### src/rtl/core/xmcrc_pkg.sv
// Shared types and constants for the XMODEM-1K CRC receiver.
`default_nettype none

package xmcrc_pkg;

    // Input item kinds
    localparam logic [1:0] KIND_START   = 2'd0;
    localparam logic [1:0] KIND_BYTE    = 2'd1;
    localparam logic [1:0] KIND_TIMEOUT = 2'd2;

    // Protocol characters
    localparam logic [7:0] CH_STX = 8'h02;
    localparam logic [7:0] CH_EOT = 8'h04;
    localparam logic [7:0] CH_ACK = 8'h06;
    localparam logic [7:0] CH_NAK = 8'h15;
    localparam logic [7:0] CH_C   = 8'h43;
    localparam logic [7:0] CMP_SUM = 8'hFF;

    // CRC-16/CCITT
    localparam logic [15:0] CRC_POLY = 16'h1021;

    localparam int unsigned DIDX_W = 10;

    // Register indexes
    localparam logic REG_BASE = 1'b0;

    typedef enum logic [6:0] {
        PH_IDLE   = 7'b0000001,
        PH_HEADER = 7'b0000010,
        PH_BLKNUM = 7'b0000100,
        PH_BLKCMP = 7'b0001000,
        PH_DATA   = 7'b0010000,
        PH_CRCHI  = 7'b0100000,
        PH_CRCLO  = 7'b1000000
    } t_phase;

    // Result item, without the parameter-wide block address
    typedef struct packed {
        logic              tx_valid;
        logic [7:0]        tx_byte;
        logic              data_valid;
        logic [DIDX_W-1:0] data_index;
        logic [7:0]        data_byte;
        logic              commit;
        logic              discard;
        logic              done_res;
    } t_result;

endpackage

`default_nettype wire

### src/rtl/core/xmcrc_crc_step.sv
// Byte-wide CRC-16/CCITT update (MSB first, poly 0x1021).
`default_nettype none

module xmcrc_crc_step (
    input  wire logic [15:0] i_crc,
    input  wire logic [7:0]  i_byte,
    output logic      [15:0] o_crc
);

    always_comb begin
        logic [15:0] c;
        c = i_crc ^ {i_byte, 8'h00};
        for (int k = 0; k < 8; k++) begin
            if (c[15]) begin
                c = {c[14:0], 1'b0} ^ xmcrc_pkg::CRC_POLY;
            end else begin
                c = {c[14:0], 1'b0};
            end
        end
        o_crc = c;
    end

endmodule

`default_nettype wire

### src/rtl/core/xmcrc_ctrl.sv
// Protocol state machine: one item per step, result computed combinationally.
`default_nettype none

module xmcrc_ctrl #(
    parameter int unsigned BLOCK_BYTES = 1024,
    parameter int unsigned ADDR_BITS   = 28
) (
    input  wire logic                 i_clk,
    input  wire logic                 i_rst_n,
    input  wire logic                 i_step,
    input  wire logic [1:0]           i_kind,
    input  wire logic [7:0]           i_byte,
    input  wire logic [ADDR_BITS-1:0] i_base,
    output xmcrc_pkg::t_result        o_res,
    output logic      [ADDR_BITS-1:0] o_addr
);

    localparam int unsigned CW = $clog2(BLOCK_BYTES + 1);
    localparam logic [CW-1:0] LAST_IDX = CW'(BLOCK_BYTES - 1);
    localparam logic [ADDR_BITS-1:0] BLK_STEP = ADDR_BITS'(BLOCK_BYTES);

    xmcrc_pkg::t_phase     r_phase, n_phase;
    logic [7:0]            r_blk, n_blk;
    logic [CW-1:0]         r_cnt, n_cnt;
    logic [15:0]           r_crc, n_crc;
    logic [7:0]            r_crc_hi, n_crc_hi;
    logic [ADDR_BITS-1:0]  r_ofs, n_ofs;

    logic        staged;
    logic [15:0] crc_upd;
    logic [8:0]  cmp_sum;

    xmcrc_crc_step u_crc (
        .i_crc  (r_crc),
        .i_byte (i_byte),
        .o_crc  (crc_upd)
    );

    assign staged  = (r_phase == xmcrc_pkg::PH_DATA && r_cnt != '0) ||
                     r_phase == xmcrc_pkg::PH_CRCHI || r_phase == xmcrc_pkg::PH_CRCLO;
    assign cmp_sum = {1'b0, r_blk} + {1'b0, i_byte};

    always_comb begin
        n_phase  = r_phase;
        n_blk    = r_blk;
        n_cnt    = r_cnt;
        n_crc    = r_crc;
        n_crc_hi = r_crc_hi;
        n_ofs    = r_ofs;
        o_res    = '0;
        o_addr   = '0;
        case (i_kind)
            xmcrc_pkg::KIND_START: begin
                o_res.discard  = staged;
                o_res.tx_valid = 1'b1;
                o_res.tx_byte  = xmcrc_pkg::CH_C;
                n_ofs          = '0;
                n_cnt          = '0;
                n_crc          = '0;
                n_phase        = xmcrc_pkg::PH_HEADER;
            end
            xmcrc_pkg::KIND_TIMEOUT: begin
                if (r_phase == xmcrc_pkg::PH_HEADER) begin
                    o_res.tx_valid = 1'b1;
                    o_res.tx_byte  = xmcrc_pkg::CH_C;
                end else if (r_phase != xmcrc_pkg::PH_IDLE) begin
                    o_res.discard  = staged;
                    o_res.tx_valid = 1'b1;
                    o_res.tx_byte  = xmcrc_pkg::CH_NAK;
                    n_phase        = xmcrc_pkg::PH_HEADER;
                end
            end
            xmcrc_pkg::KIND_BYTE: begin
                case (r_phase)
                    xmcrc_pkg::PH_HEADER: begin
                        if (i_byte == xmcrc_pkg::CH_EOT) begin
                            o_res.tx_valid = 1'b1;
                            o_res.tx_byte  = xmcrc_pkg::CH_ACK;
                            o_res.done_res = 1'b1;
                            n_phase        = xmcrc_pkg::PH_IDLE;
                        end else if (i_byte == xmcrc_pkg::CH_STX) begin
                            n_phase = xmcrc_pkg::PH_BLKNUM;
                        end else begin
                            o_res.tx_valid = 1'b1;
                            o_res.tx_byte  = xmcrc_pkg::CH_NAK;
                        end
                    end
                    xmcrc_pkg::PH_BLKNUM: begin
                        n_blk   = i_byte;
                        n_phase = xmcrc_pkg::PH_BLKCMP;
                    end
                    xmcrc_pkg::PH_BLKCMP: begin
                        if (cmp_sum == {1'b0, xmcrc_pkg::CMP_SUM}) begin
                            n_cnt   = '0;
                            n_crc   = '0;
                            n_phase = xmcrc_pkg::PH_DATA;
                        end else begin
                            o_res.tx_valid = 1'b1;
                            o_res.tx_byte  = xmcrc_pkg::CH_NAK;
                            n_phase        = xmcrc_pkg::PH_HEADER;
                        end
                    end
                    xmcrc_pkg::PH_DATA: begin
                        o_res.data_valid = 1'b1;
                        o_res.data_index = xmcrc_pkg::DIDX_W'(r_cnt);
                        o_res.data_byte  = i_byte;
                        n_crc            = crc_upd;
                        n_cnt            = r_cnt + 1'b1;
                        if (r_cnt == LAST_IDX) begin
                            n_phase = xmcrc_pkg::PH_CRCHI;
                        end
                    end
                    xmcrc_pkg::PH_CRCHI: begin
                        n_crc_hi = i_byte;
                        n_phase  = xmcrc_pkg::PH_CRCLO;
                    end
                    xmcrc_pkg::PH_CRCLO: begin
                        o_res.tx_valid = 1'b1;
                        if ({r_crc_hi, i_byte} == r_crc) begin
                            o_res.tx_byte = xmcrc_pkg::CH_ACK;
                            o_res.commit  = 1'b1;
                            o_addr        = i_base + r_ofs;
                            n_ofs         = r_ofs + BLK_STEP;
                        end else begin
                            o_res.tx_byte = xmcrc_pkg::CH_NAK;
                            o_res.discard = 1'b1;
                        end
                        n_phase = xmcrc_pkg::PH_HEADER;
                    end
                    default: begin
                    end
                endcase
            end
            default: begin
            end
        endcase
    end

    always_ff @(posedge i_clk) begin
        if (!i_rst_n) begin
            r_phase  <= xmcrc_pkg::PH_IDLE;
            r_blk    <= '0;
            r_cnt    <= '0;
            r_crc    <= '0;
            r_crc_hi <= '0;
            r_ofs    <= '0;
        end else if (i_step) begin
            r_phase  <= n_phase;
            r_blk    <= n_blk;
            r_cnt    <= n_cnt;
            r_crc    <= n_crc;
            r_crc_hi <= n_crc_hi;
            r_ofs    <= n_ofs;
        end
    end

endmodule

`default_nettype wire

### src/rtl/core/xmcrc_out_reg.sv
// Result register in front of the master stream port.
`default_nettype none

module xmcrc_out_reg #(
    parameter int unsigned ADDR_BITS = 28
) (
    input  wire logic                 i_clk,
    input  wire logic                 i_rst_n,
    input  wire logic                 i_load,
    input  wire xmcrc_pkg::t_result   i_res,
    input  wire logic [ADDR_BITS-1:0] i_addr,
    input  wire logic                 i_ready,
    output logic                      o_valid,
    output xmcrc_pkg::t_result        o_res,
    output logic      [ADDR_BITS-1:0] o_addr
);

    logic                 r_valid;
    xmcrc_pkg::t_result   r_res;
    logic [ADDR_BITS-1:0] r_addr;

    always_ff @(posedge i_clk) begin
        if (!i_rst_n) begin
            r_valid <= 1'b0;
        end else if (i_load) begin
            r_valid <= 1'b1;
        end else if (i_ready) begin
            r_valid <= 1'b0;
        end
    end

    always_ff @(posedge i_clk) begin
        if (i_load) begin
            r_res  <= i_res;
            r_addr <= i_addr;
        end
    end

    assign o_valid = r_valid;
    assign o_res   = r_res;
    assign o_addr  = r_addr;

endmodule

`default_nettype wire

### src/rtl/core/xmodem_1k_crc_receiver.sv
// Top level of the XMODEM-1K CRC-16 receiver.
//
// Receiver side of XMODEM-1K with CRC-16/CCITT (poly 0x1021, init 0).
// Each input item is a start command, a received serial byte or a receive
// timeout (tuser = kind); each item yields exactly one result item that
// carries an optional reply byte ('C', ACK, NAK), an optional staged payload
// byte with its index inside the block, commit/discard strobes for the
// staged block, the flash address of a committed block (base + offset,
// wrapping modulo 2^ADDR_BITS) and an end-of-session flag on EOT.
// Rate: one item per clock sustained, back to back, while the result side
// does not stall. An item is held in the input register while the protocol
// step (state machine plus a byte-wide unrolled CRC update) runs, and is
// then loaded into the result register, from which the master port offers
// it; the result register loads whenever it is free or is being drained.
// Input tready drops only when both registers are full and the result side
// stalls. base_address is written through the APB port at address 0 and
// should be changed only while no item is in flight.
`default_nettype none

module xmodem_1k_crc_receiver #(
    parameter int unsigned BLOCK_BYTES = 1024,
    parameter int unsigned ADDR_BITS   = 28
) (
    input  wire logic        i_clk,
    input  wire logic        i_rst_n,

    // APB configuration port
    input  wire logic        psel,
    input  wire logic        penable,
    input  wire logic        pwrite,
    input  wire logic [2:0]  paddr,
    input  wire logic [31:0] pwdata,
    output logic      [31:0] prdata,
    output logic             pready,

    // Input items
    input  wire logic        s_axis_tvalid,
    output logic             s_axis_tready,
    input  wire logic [7:0]  s_axis_tdata,  // [7:0] rx_byte
    input  wire logic [1:0]  s_axis_tuser,  // [1:0] kind

    // Result items
    output logic             m_axis_tvalid,
    input  wire logic        m_axis_tready,
    // tdata from bit 0: tx_byte[7:0], data_index[9:0], data_byte[7:0],
    // block_address[ADDR_BITS-1:0], zero fill
    output logic [((26 + ADDR_BITS + 7) / 8) * 8 - 1:0] m_axis_tdata,
    // tuser from bit 0: tx_valid, data_valid, commit, discard, done_res
    output logic [4:0]       m_axis_tuser
);

    localparam int unsigned PAY_W = 26 + ADDR_BITS;
    localparam int unsigned TD_W  = ((PAY_W + 7) / 8) * 8;

    // Configuration register
    logic [ADDR_BITS-1:0] r_base;
    logic                 cfg_wr;

    assign pready = 1'b1;
    assign cfg_wr = psel && penable && pwrite && pready;

    always_ff @(posedge i_clk) begin
        if (!i_rst_n) begin
            r_base <= '0;
        end else if (cfg_wr && paddr[2] == xmcrc_pkg::REG_BASE) begin
            r_base <= pwdata[ADDR_BITS-1:0];
        end
    end

    assign prdata = (paddr[2] == xmcrc_pkg::REG_BASE) ? 32'(r_base) : '0;

    // Input register
    logic       r_in_valid;
    logic [1:0] r_in_kind;
    logic [7:0] r_in_byte;
    logic       out_valid;
    logic       step;

    // The step fires when the result register is free or drains this cycle
    assign step          = r_in_valid && (!out_valid || m_axis_tready);
    assign s_axis_tready = !r_in_valid || step;

    always_ff @(posedge i_clk) begin
        if (!i_rst_n) begin
            r_in_valid <= 1'b0;
        end else if (s_axis_tready) begin
            r_in_valid <= s_axis_tvalid;
        end
    end

    always_ff @(posedge i_clk) begin
        if (s_axis_tvalid && s_axis_tready) begin
            r_in_kind <= s_axis_tuser;
            r_in_byte <= s_axis_tdata;
        end
    end

    // Protocol step
    xmcrc_pkg::t_result   step_res;
    logic [ADDR_BITS-1:0] step_addr;

    xmcrc_ctrl #(
        .BLOCK_BYTES (BLOCK_BYTES),
        .ADDR_BITS   (ADDR_BITS)
    ) u_ctrl (
        .i_clk   (i_clk),
        .i_rst_n (i_rst_n),
        .i_step  (step),
        .i_kind  (r_in_kind),
        .i_byte  (r_in_byte),
        .i_base  (r_base),
        .o_res   (step_res),
        .o_addr  (step_addr)
    );

    // Result register
    xmcrc_pkg::t_result   out_res;
    logic [ADDR_BITS-1:0] out_addr;

    xmcrc_out_reg #(
        .ADDR_BITS (ADDR_BITS)
    ) u_out (
        .i_clk   (i_clk),
        .i_rst_n (i_rst_n),
        .i_load  (step),
        .i_res   (step_res),
        .i_addr  (step_addr),
        .i_ready (m_axis_tready),
        .o_valid (out_valid),
        .o_res   (out_res),
        .o_addr  (out_addr)
    );

    assign m_axis_tvalid = out_valid;
    assign m_axis_tdata  = TD_W'({out_addr, out_res.data_byte, out_res.data_index,
                                  out_res.tx_byte});
    assign m_axis_tuser  = {out_res.done_res, out_res.discard, out_res.commit,
                            out_res.data_valid, out_res.tx_valid};

endmodule

`default_nettype wire

### config.mk
export PLATFORM = sky130hd
export DESIGN_NAME = xmodem_1k_crc_receiver
export DESIGN_NICKNAME = d
export VERILOG_FILES = /design/src/rtl/core/xmcrc_pkg.sv /design/src/rtl/core/xmcrc_crc_step.sv /design/src/rtl/core/xmcrc_ctrl.sv /design/src/rtl/core/xmcrc_out_reg.sv /design/src/rtl/core/xmodem_1k_crc_receiver.sv
export SDC_FILE = /design/constraint.sdc
export NUM_CORES = 1
export LEC_CHECK = 0
export ABC_AREA = 1
export CORE_MARGIN = 2
export CORE_UTILIZATION = 55
export CTS_BUF_LIST = sky130_fd_sc_hd__clkbuf_16
export DETAILED_ROUTE_END_ITERATION = 7
export DONT_BUFFER_PORTS = 1
export GPL_ROUTABILITY_DRIVEN = 0
export PLACE_DENSITY = 0.81
export SKIP_CTS_REPAIR_TIMING = 1
export SYNTH_ARGS = -nofsm -noshare
export SYNTH_HDL_FRONTEND = slang
export SYNTH_SLANG_ARGS = --single-unit
### constraint.sdc
create_clock -name i_clk -period 9.06 [get_ports i_clk]
set_clock_uncertainty 0.05 [all_clocks]
set_input_delay 1.812 -clock i_clk [delete_from_list [all_inputs] [get_ports i_clk]]
set_output_delay 1.812 -clock i_clk [all_outputs]
set_load 0.005 [all_outputs]
After elaboration in Yosys (flattened, before gate mapping). Cells that the tools add are included.

Equal/unequal tests: 23. Reduce and logical (&&, ||, !) cells: 26. Bitwise gates (word level): 10. $add $sub $neg: 4. Muxes and demuxes: 44.

Operators with widths (number): two-way mux 13 bit (8); two-way mux 28 bit (3); case mux 16 bit (2 select lines) (2); case mux 28 bit (2 select lines) (1); case mux 9 bit (3 select lines) (2); two-way mux 9 bit (5); case mux 11 bit (2 select lines) (2); case mux 7 bit (6 select lines) (1); two-way mux 7 bit (5); adder 28 x 11 -> 28 bit, second input constant (1); adder 28 bit (1); NOT 3 bit (8); case mux 7 bit (3 select lines) (1); two-way mux 19 bit (1); equality test 16 bit (1); two-way mux 16 bit (1); XOR 16 bit (1); adder 11 x 1 -> 11 bit, second input constant (1); equality test 11 x 10 -> 1 bit, second input constant (1); two-way mux 11 bit (1); nonzero test 11 bit (1); two-way mux 5 bit (2); adder 8 x 8 -> 9 bit (1); equality test 9 x 8 -> 1 bit, second input constant (1); other kinds (30) (55).

Word-level logic and storage cells: 127. Output and inout bits: 96. Bits in registers: 177. Bits of input ports: 52.

Longest topological paths before layout.
Depth in word-level cells: 19. Mapped depth: 14. Depth with buffers taken out: 13.

Modules after synthesis. A second synthesis with hierarchy kept.

Cell total of the unflattened synthesis: 1362. Area, all modules: 9814.4 µm².

Modules (own cells, without submodules): xmcrc_ctrl (area each 5622.9 µm², cells an instance 913, times used 1); xmodem_1k_crc_receiver (area each 1886.8 µm², cells an instance 269, times used 1); xmcrc_out_reg (area each 1815.5 µm², cells an instance 65, times used 1); xmcrc_crc_step (area each 489.2 µm², cells an instance 115, times used 1).

Worst setup path before layout. No wires, ideal clock.

Path type: input -> output. Start: in paddr[2]. End: out prdata[10]. Data arrival time: 2448 ps. Data required time: 7198 ps. Buffers on the path: 2. Stages: 3. Slack: 4750 ps. Path through: clkbuf_1 -> clkbuf_1 -> nor2_1.

Longest elaborated chain between the ends: 1.

Ends and longest elaborated chain: start, declared (line xmodem_1k_crc_receiver.sv:31) `input wire logic [2:0] paddr,`; two-way mux 28 bit (line xmodem_1k_crc_receiver.sv:70) `assign prdata = (paddr[2] == xmcrc_pkg::REG_BASE) ? 32'(r_base) : '0;`; end, declared (line xmodem_1k_crc_receiver.sv:33) `output logic [31:0] prdata,`.

No other way between the ends.

Worst setup path after layout.
Start: in m_axis_tready. End: out s_axis_tready.

Longest elaborated chain between the ends: 3.

Ends and longest elaborated chain: start, declared (line xmodem_1k_crc_receiver.sv:44) `input wire logic m_axis_tready,`; logical OR 1 bit (line xmodem_1k_crc_receiver.sv:80) `assign step = r_in_valid && (!out_valid || m_axis_tready);`; logical AND 1 bit (line xmodem_1k_crc_receiver.sv:80); logical OR 1 bit (line xmodem_1k_crc_receiver.sv:81) `assign s_axis_tready = !r_in_valid || step;`; end, declared (line xmodem_1k_crc_receiver.sv:38) `output logic s_axis_tready,`.

No other way between the ends.

==> results_dict.tcl <==
set metrics [dict create \
    min_period_ns 3.889 \
    hp-start "u_ctrl.r_blk[6]" \
    setup_viol 0 \
    grt_first_pass_wirelength_mm 35.40 \
    yosys.cell_types.count 42 \
    place_hpwl_mm 14.89 \
    drc 0 \
    synth-edff-count 66 \
    place_area_um2 9174 \
    final_cell_area_um2 9741 \
    io_pins 148 \
    nets 1311 \
    synth_warnings 0 \
    cp_num_buf_inv 1 \
    clkPwrFrac 0.429 \
    r2r-end "u_ctrl.r_cnt[10]" \
    status "finished clean" \
    powerDensity_nw_per_um2 167.6 \
    start_kind "primary input" \
    overflow 0 \
    vias 8104 \
    synth_common_cells "nand2_1 (274), nor2_1 (225), inv_1 (127)" \
    min_path_type "reg2reg" \
    synth.avg_cell_area_um2 7.291 \
    synthCells 1257 \
    p_sw_w 0.0004030 \
    initial_core_util 0.5586 \
    worstRegToRegCells 13 \
    synthFlopType "dfxtp_1" \
    ir_drop_v 0.0001386 \
    pwr-share-seq 0.499 \
    portBuffers 0 \
    clk_path_buf_depth 2 \
    yosysSeqAreaShare 0.4303 \
    wl_mm 21.83 \
    dr_wl_met3_mm 1.617 \
    netlist_area_um2 9165 \
    worstPathArrival_ns 2.03 \
    avgViaCountPerCell 5.539 \
    p_int_w 0.001229 \
    crit_path_max_fanout 3 \
    synth_top_area_cell "edfxtp_1" \
    dr.pass1.iters 6 \
    synth-seq-cells 164 \
    route.met2.wl_mm 9.945 \
    yosysMostFrequentCell "nand2_1" \
    clk_latency_ns 0.43 \
    met1_length_mm 9.833 \
    grt_usage 0.2481 \
    dr.max_layer_used "met4" \
    synth_area_leaders "edfxtp_1 (22%), dfxtp_1 (21%), nand2_1 (11%), nor2_1 (9.2%), a21oi_1 (5.8%)" \
    clock_sinks 164 \
    layout.cells.non_filler 1463 \
    cpMaxStageDelayCell "nand3_1" \
    hold_ws_ns 0.4056 \
    grt_antenna_before_repair 0 \
    post-place-cells 1431 \
    h-tree-depth 4 \
    drt-initial-drc-count 720 \
    cts_buffers 17 \
    hold-path-endpoint "u_ctrl.r_blk[6]" \
    rows 47 \
    slew_viol_final 0 \
    antenna_left 0 \
    die_height_um 133.1 \
    setup.worst_path.end_class "output port" \
    first_global_vias 7235 \
    cts_tree "yes" \
    max_freq_ghz 0.2571 \
    r2r_slack_ns 6.00 \
    finalHoldViolations 0 \
    setup.worst_path.class "in2out" \
    core_area_um2 16410 \
    rsz0062_at_grt "no" \
    die_w_um 133.1 \
    cts-root-buf "clkbuf_16" \
    crit_family "simple AND/OR/NAND/NOR gates" \
    slowest_delay_ns 0.17 \
    worstHoldPathCells 2 \
    area_delta_synth_final_pct 6.280 \
    cap_viol_max_count 0 \
    power_leakage_nw 3.758 \
    combPwrFrac 0.072 \
    antenna_cells 0 \
    worst_pin_slew_ns 1.168 \
    yosysTopAreaCellShare 0.2162 \
    worstPathCellList "inv_1 -> nand3_1" \
    r2r_start "r_in_byte[0]" \
    drive_gt1_frac 0.05953 \
    grt_max_degree 79 \
    avgRoutedWirePerCell_um 14.92 \
    p_sw_frac 0.2469 \
    die-area_um2 17710 \
    path_clk_slew_ns 0.06 \
    tns_ns 0 \
    finalCritPeriodShare 0.4293 \
    required_ns 7.20 \
    async_flop_share 0 \
    max_slew_margin 0.2195 \
]
[cells by family (layout without fill, tap and decap cells)]
| family | after synthesis | count (layout) | share of synthesized area |
|---|---|---|---|
| flops | 164 | 164 | 0.4303 |
| compound gates | 194 | 194 | 0.1077 |
| xor+xnor | 24 | 24 | 0.02293 |
| buf+inv | 192 | 170 | 0.09051 |
| other cells | 2 | 10 | 0.0008194 |
| fa+ha+maj | 29 | 29 | 0.04041 |
| simple gates | 652 | 652 | 0.3073 |
[how the worst max path moves through the flow]
| stage | end | slack [ns] | startpoint | depth (start not counted) |
|---|---|---|---|---|
| 3_5_place_dp | u_ctrl.r_crc_hi[5] | 4.96 | m_axis_tready | 8 |
| 5_1_grt | s_axis_tready | 5.14 | m_axis_tready | 2 |
| 6_report | s_axis_tready | 5.17 | m_axis_tready | 2 |
| 4_1_cts | s_axis_tready | 5.18 | m_axis_tready | 2 |
| 3_3_place_gp | u_ctrl.r_crc_hi[5] | 5.05 | m_axis_tready | 8 |
| 2_1_floorplan | prdata[10] | 4.75 | paddr[2] | 3 |
[state kept, by name, summed over array words and instances, names as in the netlist]
signal and cells:
u_out.o_res 28, u_ctrl.r_cnt 11, r_base 28, r_in_valid 1, r_in_byte 8, u_ctrl.r_blk 8, u_ctrl.r_crc_hi 8, u_ctrl.r_crc 16
u_ctrl.r_ofs 18, u_ctrl.r_phase 7, u_out.o_valid 1, r_in_kind 2, u_out.o_addr 28
[final cells by class]
class / instances / area (µm²)
fill: 1429 / 6666
tap: 220 / 275.3
inverter: 136 / 510.5
clock buffer: 17 / 425.4
clock inverter: 15 / 141.4
sequential: 164 / 3944
timing repair buffer: 2 / 15.01
multi-input combinational: 909 / 4429
[power groups by stage]
stage / Clock [W] / Sequential (W) / Combinational, W
after detailed placement: 0 / 0.000831 / 0.000115
final: 0.000700 / 0.000815 / 0.000117
after CTS: 0.000710 / 0.000815 / 0.000116
after global placement: 0 / 0.000830 / 0.000112
after floorplan: 0 / 0.000822 / 0.000103
after global routing: 0.000741 / 0.000818 / 0.000134
[stage by stage]
step	util	total power, W	setup slack [ns]
5_1_grt	0.5937	0.001693	5.136
3_5_place_dp	0.5591	0.0009455	4.961
6_report	0.5937	0.001632	5.171
2_1_floorplan	-	0.0009257	4.750
4_1_cts	0.5937	0.001641	5.177
3_3_place_gp	0.5591	0.0009423	5.052
[worst register-to-register path, delay by kind of cell (launching register included)]
family,cells,cell delay [ns]
buffers and inverters,1,0.07
flip-flops,1,0.56
AND/OR/NAND/NOR,10,1.62
adder cells (fa/ha/maj),2,0.70
[placed cells by master, fill, tap and decap left out, types with 10 or more instances in the layout]
| master | netlist | routed |
|---|---|---|
| dfxtp_1 | 98 | 98 |
| edfxtp_1 | 66 | 66 |
| nand4_1 | 35 | 35 |
| ha_1 | 28 | 28 |
| o21ai_0 | 79 | 79 |
| nand3_1 | 73 | 73 |
| xnor2_1 | 12 | 12 |
| xor2_1 | 12 | 12 |
| nor2_1 | 225 | 224 |
| inv_2 | 9 | 10 |
| nor2_2 | 13 | 13 |
| inv_1 | 127 | 130 |
| nand2_1 | 274 | 274 |
| clkbuf_16 | 0 | 17 |
| conb_1 | 2 | 10 |
| a21oi_1 | 107 | 107 |
[routing by layer]
layer	up-vias	global-route usage
li1	4017	-
met1	3733	0.3309
met2	313	0.3995
met3	41	0.05287
met4	0	0.08961
met5	-	0
No activity file was read; power rests on OpenSTA's default activity.
